--- config.mk ---
export PLATFORM = sky130hd
export DESIGN_NAME = tcw_ctrl
export DESIGN_NICKNAME = d
export VERILOG_FILES = /design/src/design/tcw_pkg.sv /design/src/design/tcw_ctrl.sv
export SDC_FILE = /design/constraint.sdc
export NUM_CORES = 1
export LEC_CHECK = 0
export ABC_AREA = 1
export BUFFER_PORTS_ARGS = -buffer_cell sky130_fd_sc_hd__buf_2
export CORE_MARGIN = 5
export CORE_UTILIZATION = 54
export CTS_CLUSTER_SIZE = 10
export DETAILED_ROUTE_END_ITERATION = 6
export PLACE_DENSITY = 0.84
export SLEW_MARGIN = 20
export SYNTH_ARGS = -nofsm -noshare
export SYNTH_HDL_FRONTEND = slang
export SYNTH_SLANG_ARGS = --single-unit
--- constraint.sdc ---
create_clock -name clk -period 5.4 [get_ports clk]
set_input_delay 0.27 -clock clk [delete_from_list [all_inputs] [get_ports clk]]
set_output_delay 0.27 -clock clk [all_outputs]
set_load 0.05 [all_outputs]
--- src/design/tcw_pkg.sv ---
// Shared types and constants for the text console writer.
package tcw_pkg;

  localparam int unsigned COLUMNS_DEF = 80;
  localparam int unsigned ROWS_DEF    = 25;

  localparam int unsigned CELL_BITS = 16;

  localparam logic [1:0] OP_PUT   = 2'd0;
  localparam logic [1:0] OP_CLEAR = 2'd1;
  localparam logic [1:0] OP_READ  = 2'd2;

  localparam logic [7:0] LINE_FEED = 8'd10;
  localparam logic [7:0] SPACE     = 8'd32;

  typedef struct packed {
    logic [1:0]  operation;
    logic [7:0]  char_code;
    logic [7:0]  color;
    logic [10:0] cell_index;
  } item_t;

  typedef struct packed {
    logic [6:0] cursor_col;
    logic [4:0] cursor_row;
    logic [7:0] cell_char;
    logic [7:0] cell_attr;
  } result_t;

endpackage

--- src/design/tcw_ctrl.sv ---
// Sequencer, cursor state and shared address adder of the text console writer.
module tcw_ctrl #(
  parameter int unsigned COLUMNS = tcw_pkg::COLUMNS_DEF,
  parameter int unsigned ROWS    = tcw_pkg::ROWS_DEF,
  parameter int unsigned CELL_W  = $clog2(COLUMNS * ROWS)
) (
  input  logic                          clk,
  input  logic                          rst,
  input  logic                          in_take,
  input  tcw_pkg::item_t                item,
  output logic                          idle,
  output logic                          res_valid,
  output tcw_pkg::result_t              res,
  input  logic                          res_take,
  output logic                          ram_we,
  output logic [CELL_W-1:0]             ram_waddr,
  output logic [tcw_pkg::CELL_BITS-1:0] ram_wdata,
  output logic                          ram_re,
  output logic [CELL_W-1:0]             ram_raddr,
  input  logic [tcw_pkg::CELL_BITS-1:0] ram_rdata
);
  import tcw_pkg::*;

  localparam int unsigned CELL_COUNT = COLUMNS * ROWS;
  localparam int unsigned COL_W      = $clog2(COLUMNS);
  localparam int unsigned ROW_W      = $clog2(ROWS);

  localparam logic [CELL_W-1:0] LAST_CELL = CELL_W'(CELL_COUNT - 1);
  localparam logic [CELL_W-1:0] LAST_COPY = CELL_W'(CELL_COUNT - COLUMNS - 1);
  localparam logic [CELL_W-1:0] ROW_STEP  = CELL_W'(COLUMNS);
  localparam logic [COL_W-1:0]  LAST_COL  = COL_W'(COLUMNS - 1);
  localparam logic [ROW_W-1:0]  LAST_ROW  = ROW_W'(ROWS - 1);

  localparam logic [3:0] S_INIT    = 4'd0;
  localparam logic [3:0] S_IDLE    = 4'd1;
  localparam logic [3:0] S_EXEC    = 4'd2;
  localparam logic [3:0] S_NEWLINE = 4'd3;
  localparam logic [3:0] S_SCR_RD  = 4'd4;
  localparam logic [3:0] S_SCR_WR  = 4'd5;
  localparam logic [3:0] S_FILL    = 4'd6;
  localparam logic [3:0] S_READ    = 4'd7;
  localparam logic [3:0] S_DONE    = 4'd8;

  logic [3:0]           state;
  logic [CELL_W-1:0]    addr;
  logic [CELL_W-1:0]    base;
  logic [COL_W-1:0]     col;
  logic [ROW_W-1:0]     row;
  logic [CELL_BITS-1:0] fill;
  item_t                job;
  logic [7:0]           rd_char;
  logic [7:0]           rd_attr;

  logic [CELL_W-1:0]    alu_a;
  logic [CELL_W-1:0]    alu_b;
  logic [CELL_W-1:0]    alu_sum;
  logic                 idx_ok;
  logic                 put_write;

  assign idx_ok    = 32'(job.cell_index) < CELL_COUNT;
  assign put_write = (job.operation == OP_PUT) && (job.char_code != LINE_FEED);

  // Shared adder: cursor position, row base step and sweep address.
  always_comb begin
    case (state)
      S_EXEC: begin
        alu_a = base;
        alu_b = CELL_W'(col);
      end
      S_NEWLINE: begin
        alu_a = base;
        alu_b = ROW_STEP;
      end
      S_SCR_RD: begin
        alu_a = addr;
        alu_b = ROW_STEP;
      end
      default: begin
        alu_a = addr;
        alu_b = CELL_W'(1);
      end
    endcase
  end

  assign alu_sum = alu_a + alu_b;

  always_comb begin
    ram_we    = 1'b0;
    ram_waddr = addr;
    ram_wdata = fill;
    ram_re    = 1'b0;
    ram_raddr = alu_sum;
    case (state)
      S_INIT, S_FILL: begin
        ram_we = 1'b1;
      end
      S_EXEC: begin
        if (put_write) begin
          ram_we    = 1'b1;
          ram_waddr = alu_sum;
          ram_wdata = {job.color, job.char_code};
        end else if (job.operation == OP_READ && idx_ok) begin
          ram_re    = 1'b1;
          ram_raddr = CELL_W'(job.cell_index);
        end
      end
      S_SCR_RD: begin
        ram_re = 1'b1;
      end
      S_SCR_WR: begin
        ram_we    = 1'b1;
        ram_wdata = ram_rdata;
      end
      default: begin
      end
    endcase
  end

  always_ff @(posedge clk) begin
    if (rst) begin
      state <= S_INIT;
      addr  <= '0;
      base  <= '0;
      col   <= '0;
      row   <= '0;
      fill  <= '0;
    end else begin
      case (state)
        S_INIT: begin
          addr <= alu_sum;
          if (addr == LAST_CELL) begin
            state <= S_IDLE;
          end
        end
        S_IDLE: begin
          if (in_take) begin
            job     <= item;
            rd_char <= '0;
            rd_attr <= '0;
            state   <= S_EXEC;
          end
        end
        S_EXEC: begin
          case (job.operation)
            OP_PUT: begin
              if (job.char_code == LINE_FEED || col == LAST_COL) begin
                state <= S_NEWLINE;
              end else begin
                col   <= col + 1'b1;
                state <= S_DONE;
              end
            end
            OP_CLEAR: begin
              fill  <= {job.color, SPACE};
              addr  <= '0;
              base  <= '0;
              col   <= '0;
              row   <= '0;
              state <= S_FILL;
            end
            OP_READ: begin
              state <= idx_ok ? S_READ : S_DONE;
            end
            default: begin
              state <= S_DONE;
            end
          endcase
        end
        S_NEWLINE: begin
          col <= '0;
          if (row == LAST_ROW) begin
            addr  <= '0;
            fill  <= {job.color, SPACE};
            state <= S_SCR_RD;
          end else begin
            row   <= row + 1'b1;
            base  <= alu_sum;
            state <= S_DONE;
          end
        end
        S_SCR_RD: begin
          state <= S_SCR_WR;
        end
        S_SCR_WR: begin
          addr  <= alu_sum;
          state <= (addr == LAST_COPY) ? S_FILL : S_SCR_RD;
        end
        S_FILL: begin
          addr <= alu_sum;
          if (addr == LAST_CELL) begin
            state <= S_DONE;
          end
        end
        S_READ: begin
          rd_char <= ram_rdata[7:0];
          rd_attr <= ram_rdata[15:8];
          state   <= S_DONE;
        end
        S_DONE: begin
          if (res_take) begin
            state <= S_IDLE;
          end
        end
        default: begin
          state <= S_IDLE;
        end
      endcase
    end
  end

  assign idle           = (state == S_IDLE);
  assign res_valid      = (state == S_DONE);
  assign res.cursor_col = 7'(col);
  assign res.cursor_row = 5'(row);
  assign res.cell_char  = rd_char;
  assign res.cell_attr  = rd_attr;

`ifndef SYNTH
  a_col_range: assert property (@(posedge clk) disable iff (rst) col <= LAST_COL)
    else $error("cursor column out of range");
  a_row_range: assert property (@(posedge clk) disable iff (rst) row <= LAST_ROW)
    else $error("cursor row out of range");
  a_base_track: assert property (@(posedge clk) disable iff (rst)
    base == CELL_W'(row * COLUMNS))
    else $error("row base out of step with cursor row");
  a_take_idle: assert property (@(posedge clk) disable iff (rst)
    in_take |-> state == S_IDLE)
    else $error("item taken while busy");
  a_done_hold: assert property (@(posedge clk) disable iff (rst)
    (res_valid && !res_take) |=> res_valid && $stable(res))
    else $error("pending result lost");
`endif

endmodule
---- Yosys cells after proc, flatten, opt, wreduce, memory -nomap -nowiden ----
Index checks and enable logic that the tools add are counted.
word-level totals
  logic and storage cells ................. 101
  bits of input ports ..................... 49
  bits in registers ....................... 99
  output and inout bits ................... 70
operators by class
  $lt $le $gt $ge ......................... 1
  bitwise gates (word level) .............. 1
  reductions and logical operators ........ 18
  eq/ne operators ......................... 25
  muxes and demuxes ....................... 41
  add/subtract/negate cells ............... 3
operator list
  kind                                                                     count
  11-bit 2-to-1 mux                                                        9
  16-bit one-hot mux with 2 select lines                                   2
  16-bit 2-to-1 mux                                                        3
  7-bit one-hot mux with 2 select lines                                    3
  4-bit one-hot mux with 9 select lines                                    1
  11-bit one-hot mux with 3 select lines                                   1
  8-bit one-hot mux with 2 select lines                                    2
  4-bit 2-to-1 mux                                                         7
  11-bit equality test, second input constant                              2
  11-bit one-hot mux with 2 select lines                                   1
  3-bit AND reduction                                                      6
  4-bit by 3-bit equality test with 1-bit output, second input constant    4
  2-bit inequality test, second input constant                             6
  4-bit one-hot mux with 3 select lines                                    1
  11-bit adder                                                             1
  11-bit < comparator, second input constant                               1
  5-bit 2-to-1 mux                                                         2
  5-bit one-hot mux with 2 select lines                                    1
  4-bit by 2-bit equality test with 1-bit output, second input constant    2
  8-bit by 4-bit equality test with 1-bit output, second input constant    1
  8-bit 2-to-1 mux                                                         1
  8-bit by 4-bit inequality test with 1-bit output, second input constant  1
  7-bit by 1-bit adder with 7-bit output, second input constant            1
  7-bit equality test, second input constant                               1
  other kinds (22)                                                         29

---- Longest topological paths before layout ----
Gate-level depths: netlist of run 1.
  depth in word-level cells ............... 7
  depth in mapped cells ................... 20
  depth with buffers taken out ............ 18

---- Worst setup path before layout of run 1 ----
OpenSTA, ideal clock, no wires.
  path type ............................... reg-to-output
  start ................................... reg state[2]
  end ..................................... out ram_raddr[6]
  data arrival time ....................... 3.099 ns
  buffers on the path ..................... 2
  stages on the path, launching flop included .. 17
  setup slack ............................. 2.031 ns
  required time ........................... 5.130 ns
  path through ............................ dfxtp_1 > nor2_2 > nand2_2 > buf_6 > clkinv_2 > clkbuf_1 > nand2_1 > nand2_1 > ha_1 > fa_1 > nand2_1 > nor2_1 > nand2_1 > nand3_1 > nand2_1 > nand2_1 > o21ai_0
on the way
  cells in the longest elaborated chain, start to end .. 7
  elaborated cells on any way between the ends .. 11
  classes of those cells .................. 1 x add/sub; 3 x eq/ne; 5 x mux; 2 x reduce/logical
RTL lines
  element                                                                            line             RTL
  start: declaration                                                                 tcw_ctrl.sv:44   logic [3:0] state;
  start signal: assignment                                                           tcw_ctrl.sv:162  state <= idx_ok ? S_READ : S_DONE;
  start signal: assignment                                                           tcw_ctrl.sv:186  state <= (addr == LAST_COPY) ? S_FILL : S_SCR_RD;
  4-bit by 2-bit equality test with 1-bit output (tied with other cells)             tcw_ctrl.sv:65   case (state)
  2-bit OR reduction (no source line)                                                -
  7-bit one-hot mux with 2 select lines / 11-bit 2-to-1 mux (equally long branches)  tcw_ctrl.sv:65
  11-bit adder                                                                       tcw_ctrl.sv:85   assign alu_sum = alu_a + alu_b;
  11-bit 2-to-1 mux                                                                  tcw_ctrl.sv:102  end else if (job.operation == OP_READ && idx_ok) begin
  11-bit 2-to-1 mux                                                                  tcw_ctrl.sv:98   if (put_write) begin
  11-bit 2-to-1 mux (*)                                                              tcw_ctrl.sv:93   case (state)
  end: declaration                                                                   tcw_ctrl.sv:19   output logic [CELL_W-1:0] ram_raddr,
Mark *: on every way between the ends. The rest lies on a longest branch, timed or not.

---- Final worst setup path of run 1 ----
  start ................................... reg state[2]
  end ..................................... out ram_raddr[8]
The elaborated chain is that of the path after synthesis.

==> results of run 1 <==
per-layer routing:
layer / up-vias / global-route usage [%] / routed length (um)
li1: 2251 / - / -
met1: 2081 / 32.7 / 5540
met2: 235 / 37.7 / 6070
met3: 28 / 4.10 / 1160
met4: 2 / 7.22 / 305
met5: - / 0 / 13
registers in the layout (all words and copies together), names as in the netlist:
register,flops
addr,11
base,11
col,7
fill,9
job,29
rd_attr,8
rd_char,8
row,5
state,4
worst max-delay path, cell delays in order (launching register included):
cell and delay, ps:
dfxtp_1 400, nor2_2 80, nand2_2 230, clkinv_2 260
nand2_1 110, nand2_1 50, ha_1 230, fa_1 410
nand2_1 90, nor2_1 50, nand2_1 50, nand3_1 80
nand2_1 90, nand2_1 100, nand3_1 120, and2_1 170
nand2_1 50, nand2_1 80, buf_2 260
Yosys cell counts (all sizes together), types with 5 or more instances:
library cell | n | share of area [%]
a211oi | 10 | 1.7
a21oi | 43 | 4.5
buf | 8 | 1.1
clkbuf | 13 | 1.0
dfxtp | 47 | 20
edfxtp | 45 | 28
ha | 10 | 2.6
inv | 86 | 6.7
nand2 | 167 | 13
nand3 | 51 | 5.5
nand4 | 6 | 0.78
nor2 | 62 | 5.5
nor3 | 9 | 1.0
o21ai | 29 | 3.0
o221ai | 9 | 1.6
o22ai | 5 | 0.65
where the power goes:
| group | internal, mW | switching (mW) |
|---|---|---|
| clock network | 0.175 | 0.263 |
| registers | 0.730 | 0.00269 |
| logic | 0.0237 | 0.0497 |
area by class of cell:
class | count | area share (%)
multi-input combinational | 419 | 37.1
sequential | 92 | 40.7
tap | 108 | 2.40
timing repair buffer | 119 | 10.6
clock buffer | 9 | 2.20
clock inverter | 7 | 1.07
inverter | 88 | 5.89
final timing paths:
| check | start | endpoint | slack, ps | cells after the start |
|---|---|---|---|---|
| setup / recovery | state[2]$_SDFFE_PP0P_ | ram_raddr[8] | 1890 | 18 |
| hold reg to reg | base[7]$_SDFFE_PP0P_ | base[7]$_SDFFE_PP0P_ | 470 | 2 |
| hold / removal | item[16] | job[16]$_DFFE_PP_ | 80 | 1 |
| setup reg to reg | state[2]$_SDFFE_PP0P_ | addr[6]$_SDFFE_PP0P_ | 2620 | 16 |
logic make-up (layout without fill, tap and decap cells):
kind of cell               after synthesis  after routing  synth area share, %
and+or+nand+nor                        303            303                 27.2
buffers and inverters                  109            223                 9.06
AOI/OAI and AO/OA                       99             99                 11.9
DFF                                     92             92                 47.7
adders and majority gates               11             11                 3.02
xor gates and xnor gates                 6              6                 1.09
==> impl_metrics.csv, run 1 <==
group,metric,value,unit
cells_and_area,multi_input_area,2090,um2
run,maxCapViolCount,0,
sta,maxSlewViolCount,0,
cells_and_area,register_area,2290,um2
logic_synthesis,async_reset_ff_share,0,%
clocking,hold_buffers,0,
sta,max-slew-margin-rel,43.7,%
logic_synthesis,syn_nets,680,
logic_synthesis,syn_avg_cell_area,7.75,um2
routing,drcViolationCount,0,
floorplan,fp-row-count,34,
grt,grt_antenna_before_repair,1,
routing,dr.pass1.iters,5,
cells_and_area,nFillCells,742,
sta,finalSetupTns,0,ps
logic_synthesis,ys_ff_latch,92,
clocking,path_clk_slew,100,ps
routing,wl,13100,um
sta,worst_slack,1890,ps
sta,fin_skew,4.06,ps
logic_synthesis,ys_seq_area_share,47.7,%
cells_and_area,final_util,64.9,%
cells_and_area,final_common_cell,"nand2_1",
clocking,clk_latency,360,ps
cells_and_area,diodes,0,
routing,first_iter_violations,345,
clocking,cts_root_buf,"clkbuf_8",
routing,wl_per_cell,15.5,um
sta,worstMarginPinSlew,845,ps
setup_path,crit_required,5130,ps
sta,hold_violations,0,
grt,grt_max_degree,42,
place,place.gp.congestion,0.917,
clocking,cts_resized,0,
outcome,outcome,"finished clean",
cells_and_area,layout_common_cells,"nand2_1 (163), buf_2 (118), inv_1 (81)",
grt,track_usage,23.6,%
clocking,clock-sinks,92,
sta,max_freq,0.285,GHz
clocking,cts-buffers-inserted,9,
floorplan,initial_core_util,55.4,%
routing,viasPerCell,5.46,
place,dp_slack,2280,ps
grt,grt_pass1_vias,4263,
logic_synthesis,synth_top_flop_cell,"dfxtp_1",
sta,fin_crit,3510,ps
floorplan,top_level_ports,119,
cells_and_area,drive_gt1_share,21.7,%
logic_synthesis,yosys_warnings,0,
clocking,htree_levels,3,
power,power.leakage,2.64,nW
power,ir_drop,0.000164,V
grt,grt_pass1_wl,21200,um
clocking,post_cts_buffers,0,
grt,grt_overflow,0,
sta,rsz0062_at_grt,"no",
logic_synthesis,syn-instance-count,620,
floorplan,die_h,104,um
power,p_per_area,221,nW/um2
setup_path,worstPathArrival,3240,ps
setup_path,path_class,"reg -> out",
power,p_total,1.24,mW
floorplan,coreArea,8680,um2
cells_and_area,area_growth,17.2,%
place,port_buffers,118,
place,placed_cells,826,
min_path,min_path_type,"in -> reg",
sta,finalCritPeriodShare,65.1,%
floorplan,die_w,104,um
routing,vias,4597,
cells_and_area,fin_area,5630,um2
logic_synthesis,netlist_area,4800,um2
setup_path,crit_fanout,15,
sta,fin_hold_ws,77.2,ps
logic_synthesis,yosysUniqueCellTypes,39,
clocking,clock_path_buffers,2,
place,hpwl,10000,um
clocking,cts_tree,"built",
place,placed_area,5440,um2
cells_and_area,fin_cells,842,
sta,setup_viol,0,
logic_synthesis,synth-edff-count,45,
floorplan,die_area,10900,um2
setup_path,critPathLaunchType,"flip-flop",
routing,ant_nets,0,
setup_path,end_kind,"output port",
cells_and_area,nets,789,
(Power assumes the default switching activity.)
==> run 2, diff against run 1 <==
--- a/config.mk
+++ b/config.mk
@@ -5,7 +5,7 @@
 export SDC_FILE = /design/constraint.sdc
 export NUM_CORES = 1
 export LEC_CHECK = 0
-export ABC_AREA = 1
+export ABC_AREA = 0
 export BUFFER_PORTS_ARGS = -buffer_cell sky130_fd_sc_hd__buf_2
 export CORE_MARGIN = 5
 export CORE_UTILIZATION = 54
==> constraint.sdc (replaced) <==
create_clock -name clk -period 3.6 [get_ports clk]
set_input_delay 0.18 -clock clk [delete_from_list [all_inputs] [get_ports clk]]
set_output_delay 0.18 -clock clk [all_outputs]
set_load 0.05 [all_outputs]
==> impl_metrics.csv, run 2 <==
group,metric,value,unit
outcome,outcome,"finished clean",
setup_path,critPathLaunchType,"flip-flop",
grt,grt_busiest_layer,"met2",
cells_and_area,final_util,70.8,%
sta,worstMarginPinSlew,837,ps
sta,fin_crit,3530,ps
grt,grtUsageMet2,41.0,%
grt,grt_pass1_vias,4504,
routing,viasPerCell,5.85,
logic_synthesis,synthMuxAreaShare,4.45,%
setup_path,path_class,"reg -> out",
grt,grt_use_met3,4.77,%
logic_synthesis,synth-compound-area-share,17.1,%
routing,dr.pass1.iters,5,
grt,grt_antenna_before_repair,0,
clocking,cts_root_buf,"clkbuf_8",
logic_synthesis,synth_top_family_by_area,"simple AND/OR/NAND/NOR gates",
grt,grt_max_degree,39,
routing,vias,4525,
cells_and_area,layout_common_cells,"buf_2 (113), nand2_1 (91), edfxtp_1 (45)",
logic_synthesis,synth-simple-area-share,23.5,%
floorplan,die_area,11100,um2
clocking,cts-buffers-inserted,9,
routing,drcViolationCount,0,
clocking,clk_latency,370,ps
logic_synthesis,syn_avg_cell_area,9.55,um2
sta,hold_violations,0,
logic_synthesis,netlist_area,4900,um2
floorplan,fp-row-count,34,
grt,track_usage,24.3,%
clocking,clock_path_buffers,2,
power,ir_drop,0.000457,V
min_path,min_path_type,"in -> reg",
setup_path,end_kind,"output port",
floorplan,coreArea,8760,um2
power,p_per_area,499,nW/um2
logic_synthesis,syn-instance-count,513,
grt,grt_overflow,0,
logic_synthesis,synth_top_flop_cell,"dfxtp_1",
floorplan,top_level_ports,119,
logic_synthesis,ys_ff_latch,92,
cells_and_area,nets,720,
logic_synthesis,synth_top_cell_by_area,"edfxtp_1",
place,place.gp.congestion,0.907,
logic_synthesis,synth-edff-count,45,
floorplan,die_w,105,um
sta,setup_viol,0,
grt,grt_pass1_wl,22000,um
power,power.leakage,2.72,nW
logic_synthesis,async_reset_ff_share,0,%
clocking,cts_tree,"built",
setup_path,worstPathArrival,3350,ps
grt,globalRouteMet1Util,30.6,%
clocking,clock-sinks,92,
logic_synthesis,yosys-top-cells-area,"edfxtp_1 (28%), dfxtp_1 (19%), nand2_1 (7.0%)",
cells_and_area,diodes,0,
setup_path,crit_fanout,11,
sta,max_freq,0.284,GHz
setup_path,crit_required,3420,ps
logic_synthesis,syn_nets,573,
routing,first_iter_violations,326,
sta,maxSlewViolCount,0,
logic_synthesis,ys_seq_area_share,46.8,%
logic_synthesis,synthXorXnorAreaFrac,1.94,%
sta,max-slew-margin-rel,44.0,%
clocking,path_clk_slew,90,ps
cells_and_area,reg_top3,"job: 29 flops, addr: 11 flops, base: 11 flops",
sta,fin_skew,17.1,ps
logic_synthesis,yosysUniqueCellTypes,73,
routing,wl,13900,um
place,placed_area,5600,um2
cells_and_area,area_growth,26.7,%
sta,finalCritPeriodShare,98.0,%
place,hpwl,9720,um
cells_and_area,fin_area,6200,um2
cells_and_area,final_common_cell,"buf_2",
logic_synthesis,synth_top_area_share,27.6,%
floorplan,initial_core_util,55.9,%
run,maxCapViolCount,0,
logic_synthesis,yosys_warnings,0,
logic_synthesis,yosys.area_share.adder,2.96,%
routing,wl_per_cell,18.0,um
cells_and_area,drive_gt1_share,27.5,%
logic_synthesis,yosys-top-cells-count,"nand2_1 (91), dfxtp_1 (47), edfxtp_1 (45)",
clocking,htree_levels,3,
place,port_buffers,118,
logic_synthesis,yosysMostFrequentCell,"nand2_1",
routing,ant_nets,0,
cells_and_area,regMostFlops,"job",
cells_and_area,largest_reg_flops,29,
sta,fin_hold_ws,46.5,ps
floorplan,die_h,105,um
run 2: cell count changes after synthesis, sizes merged, moves of 6 or more:
cell	delta
mux2i	+16
nand2b	+8
a21o	+8
nand3	-43
and2	+20
a21oi	-26
inv	-77
nor2b	+9
o221ai	-9
nand2	-76
nor2	-18
a22o	+7
a22oi	+20
a211oi	-6
run 2: cells by family (layout without fill, tap and decap cells):
group	count (synthesis)	in the layout
AO/OA/AOI/OAI	119	119
buffers and inverters	34	186
multiplexers	20	20
flip-flops	92	92
AND/OR/NAND/NOR	227	227
adder cells (fa/ha/maj)	11	11
XOR/XNOR	10	10
run 2: final timing paths:
check	from	cells past startpoint	slack, ps	endpoint
min reg2reg	fill[5]$_SDFFE_PP0P_	2	460	fill[5]$_SDFFE_PP0P_
min	res_take	2	50	state[3]$_SDFFE_PP0P_
max reg2reg	state[1]$_SDFFE_PP0P_	10	690	addr[7]$_SDFFE_PP0P_
max	state[1]$_SDFFE_PP0P_	12	70	ram_raddr[8]
run 2: area by class of cell:
class	instances	area, um2
well taps	108	135
repair buffers	160	993
multi-input cells	387	2550
inverters	10	37.5
fillers	653	2560
flip-flops and latches	92	2300
clock inverters	7	57.6
clock buffers	9	124
run 2: per-layer routing:
metal	part of all wire (%)	wire, um
met1	41	5730
met2	50	6930
met3	6.8	944
met4	2.2	305
met5	0	0
run 2: critical path: stages, from the launching register on:
cell	delay, ps
dfxtp_4	420
or3b_4	420
nand2_1	80
nand2_1	50
ha_1	240
fa_2	400
a211oi_4	330
o21a_1	220
nor3b_4	60
xor2_1	160
buf_4	160
o21ai_2	170
clkbuf_4	260
run 2: stage by stage:
| stage | setup TNS, ps | cells | total power, mW | setup WS [ps] |
|---|---|---|---|---|
| after floorplan | -14.4 | 513 | 2.09 | -14.4 |
| after global placement | 0 | 726 | 2.37 | 335 |
| after CTS | 0 | 770 | 3.06 | 25.8 |
| after detailed placement | 0 | 726 | 2.38 | 225 |
| final | 0 | 773 | 3.09 | 73.0 |
| after global routing | -83.0 | 773 | 3.22 | -42.1 |
run 2: timing repair:
action | in CTS | in global routing
endpoints found under the setup margin | 10 | 10
hold endpoints to repair | 27 | 3
buffers inserted | 1 | 0
pin swaps | 1 | 3
resized for setup | 7 | 24
hold buffers | 27 | 3
cloned | 0 | 0
run 2: where the power goes:
| group | total (mW) | switching (mW) | internal [mW] |
|---|---|---|---|
| clock | 0.665 | 0.404 | 0.261 |
| combinational | 1.18 | 0.810 | 0.368 |
| sequential | 1.25 | 0.0778 | 1.17 |
==> run 3, diff against run 2 <==
--- a/config.mk
+++ b/config.mk
@@ -12,6 +12,7 @@
 export CTS_CLUSTER_SIZE = 10
 export DETAILED_ROUTE_END_ITERATION = 6
 export PLACE_DENSITY = 0.84
+export SKIP_LAST_GASP = 1
 export SLEW_MARGIN = 20
 export SYNTH_ARGS = -nofsm -noshare
 export SYNTH_HDL_FRONTEND = slang
==> constraint.sdc (replaced) <==
create_clock -name clk -period 3.6 [get_ports clk]
set_input_delay 0.72 -clock clk [delete_from_list [all_inputs] [get_ports clk]]
set_output_delay 0.72 -clock clk [all_outputs]
set_load 0.05 [all_outputs]
==> impl_metrics.csv, run 3 (same netlist as run 2, synthesis figures left out) <==
group,metric,value,unit
run,maxCapViolCount,0,
clocking,cts_root_buf,"clkbuf_8",
min_path,worstHoldEndpoint,"fill[5]$_SDFFE_PP0P_",
setup_path,cpPeakStageDelay,370,ps
power,p_int,1.99,mW
power,p_total,3.39,mW
clocking,clock-sinks,92,
power,power.share.clock,19.9,%
grt,grt_antenna_before_repair,0,
cells_and_area,fin_cells,780,
setup_path,crit_fanout,5,
cells_and_area,regMostFlops,"job",
outcome,violations,"setup timing",
floorplan,fp-row-count,34,
clocking,clk_latency,360,ps
min_path,hold_start,"fill[5]$_SDFFE_PP0P_",
sta,fin_hold_ws,471,ps
setup_path,crit_required,2880,ps
setup_path,critPathLaunchType,"flip-flop",
floorplan,initial_core_util,55.9,%
cells_and_area,reg_top3,"job: 29 flops, addr: 11 flops, base: 11 flops",
floorplan,die_area,11100,um2
setup_path,r2r_cells,11,
routing,first_iter_violations,325,
sta,hold_violations,0,
clocking,hold_buffers,0,
setup_path,regToRegEndpoint,"base[9]$_SDFFE_PP0P_",
cells_and_area,layout_common_cells,"buf_2 (101), nand2_1 (87), dfxtp_1 (45), edfxtp_1 (45), buf_4 (45)",
clocking,path_clk_slew,100,ps
grt,grt_pass1_vias,4768,
cells_and_area,final_common_cell,"buf_2",
grt,track_usage,25.9,%
place,hpwl,10400,um
cells_and_area,area_growth,35.5,%
cells_and_area,nets,727,
sta,fin_skew,8.36,ps
place,place.gp.congestion,0.876,
sta,max_freq,0.262,GHz
power,ir_drop,0.000599,V
cells_and_area,diodes,0,
cells_and_area,drive_gt1_share,37.8,%
setup_path,end_kind,"output port",
grt,grt_max_degree,38,
sta,finalSetupTns,-1390,ps
place,placed_cells,748,
place,port_buffers,118,
min_path,whs_path_depth,2,
floorplan,coreArea,8760,um2
cells_and_area,largest_reg_flops,29,
setup_path,path_class,"reg -> out",
clocking,cts-buffers-inserted,9,
grt,grt_overflow,0,
clocking,clock_path_buffers,2,
setup_path,timing.critical_path.mode_cell,"buf_6",
grt,grt_pass1_wl,23400,um
sta,maxSlewViolCount,0,
routing,ant_nets,0,
power,p_sw,1.40,mW
sta,fin_crit,3810,ps
setup_path,cpLargestDelayFamily,"compound AO/OA/AOI/OAI gates",
floorplan,top_level_ports,119,
routing,drcViolationCount,0,
setup_path,rrSetupSlack,800,ps
setup_path,worstPathArrival,3090,ps
sta,rsz0062_at_grt,"yes",
power,p_per_area,510,nW/um2
routing,vias,4669,
cells_and_area,final_util,75.7,%
routing,wl,15000,um
floorplan,die_w,105,um
setup_path,cp_cell_sequence,"buf_6 -> and2b_1 -> nand2_2 -> a21o_1 -> ha_4 -> fa_2 -> a211oi_4 -> o21a_1 -> nor3b_4 -> xor2_2 -> o21ai_4 -> buf_6",
sta,max-slew-margin-rel,50.0,%
sta,worstMarginPinSlew,749,ps
sta,worst_slack,-214,ps
setup_path,rr_startpoint,"state[1]$_SDFFE_PP0P_",
routing,dr.pass1.iters,5,
routing,wl_per_cell,19.2,um
clocking,htree_levels,3,
floorplan,die_h,105,um
sta,finalCritPeriodShare,106,%
clocking,cts_tree,"built",
sta,setup_viol,11,
outcome,outcome,"complete, but fails checks",
power,pwr-share-seq,36.6,%
setup_path,worst-path-buf-inv,2,
power,power.leakage,2.84,nW
power,comb_power_share,43.5,%
min_path,min_path_type,"reg -> reg",
routing,viasPerCell,5.99,
setup_path,slowest_stage,"fa_2",
power,power_switching_share,41.4,%
run 3: tightest hold or removal path: cells and delay by family, from the launching register on:
kind | cells | cell delay, ps
buffers and inverters | 1 | 50
AO/OA/AOI/OAI | 1 | 60
flip-flops | 1 | 330
run 3: how the worst max path moves through the flow:
stage	endpoint	cells past startpoint	start
after floorplan	ram_raddr[8]	13	state[2]$_SDFFE_PP0P_
after global placement	ram_raddr[7]	11	state[1]$_SDFFE_PP0P_
after detailed placement	ram_raddr[7]	11	state[1]$_SDFFE_PP0P_
after CTS	ram_raddr[8]	11	state[1]$_SDFFE_PP0P_
after global routing	ram_raddr[8]	12	state[2]$_SDFFE_PP0P_
final	ram_raddr[8]	12	state[2]$_SDFFE_PP0P_
run 3: power groups by stage:
stage / Combinational [mW] / Clock (mW) / Sequential (mW)
floorplan: 0.876 / 0 / 1.26
global placement: 1.20 / 0 / 1.25
detailed placement: 1.22 / 0 / 1.26
CTS: 1.35 / 0.678 / 1.24
global route: 1.55 / 0.723 / 1.24
finish: 1.47 / 0.674 / 1.24
run 3: repair_timing:
item	CTS	global route
cloned	0	0
pin swaps	20	23
endpoints found under the setup margin	17	18
resized for setup	65	31
buffers inserted	10	11
run 3: routing by layer:
| metal | track usage (%) | vias up | part of all wire, % |
|---|---|---|---|
| li1 | - | 2170 | - |
| met1 | 29.3 | 2217 | 37 |
| met2 | 46.4 | 232 | 52 |
| met3 | 6.72 | 50 | 7.6 |
| met4 | 9.86 | 0 | 3.4 |
| met5 | 0 | - | 0 |
run 3: through the flow:
step	setup WS [ps]	instance area [um2]
6_report	-214	6640
5_1_grt	-327	6640
4_1_cts	-117	6440
3_5_place_dp	-14.7	5930
3_3_place_gp	67.6	5930
2_1_floorplan	6.30	5060
run 3: cell type report:
| class | instances | area (um2) |
|---|---|---|
| Inverter | 10 | 37.5 |
| Sequential cell | 92 | 2300 |
| Clock inverter | 7 | 62.6 |
| Multi-Input combinational cell | 387 | 2890 |
| Timing Repair Buffer | 167 | 1090 |
| Tap cell | 108 | 135 |
| Clock buffer | 9 | 124 |
| Fill cell | 574 | 2130 |
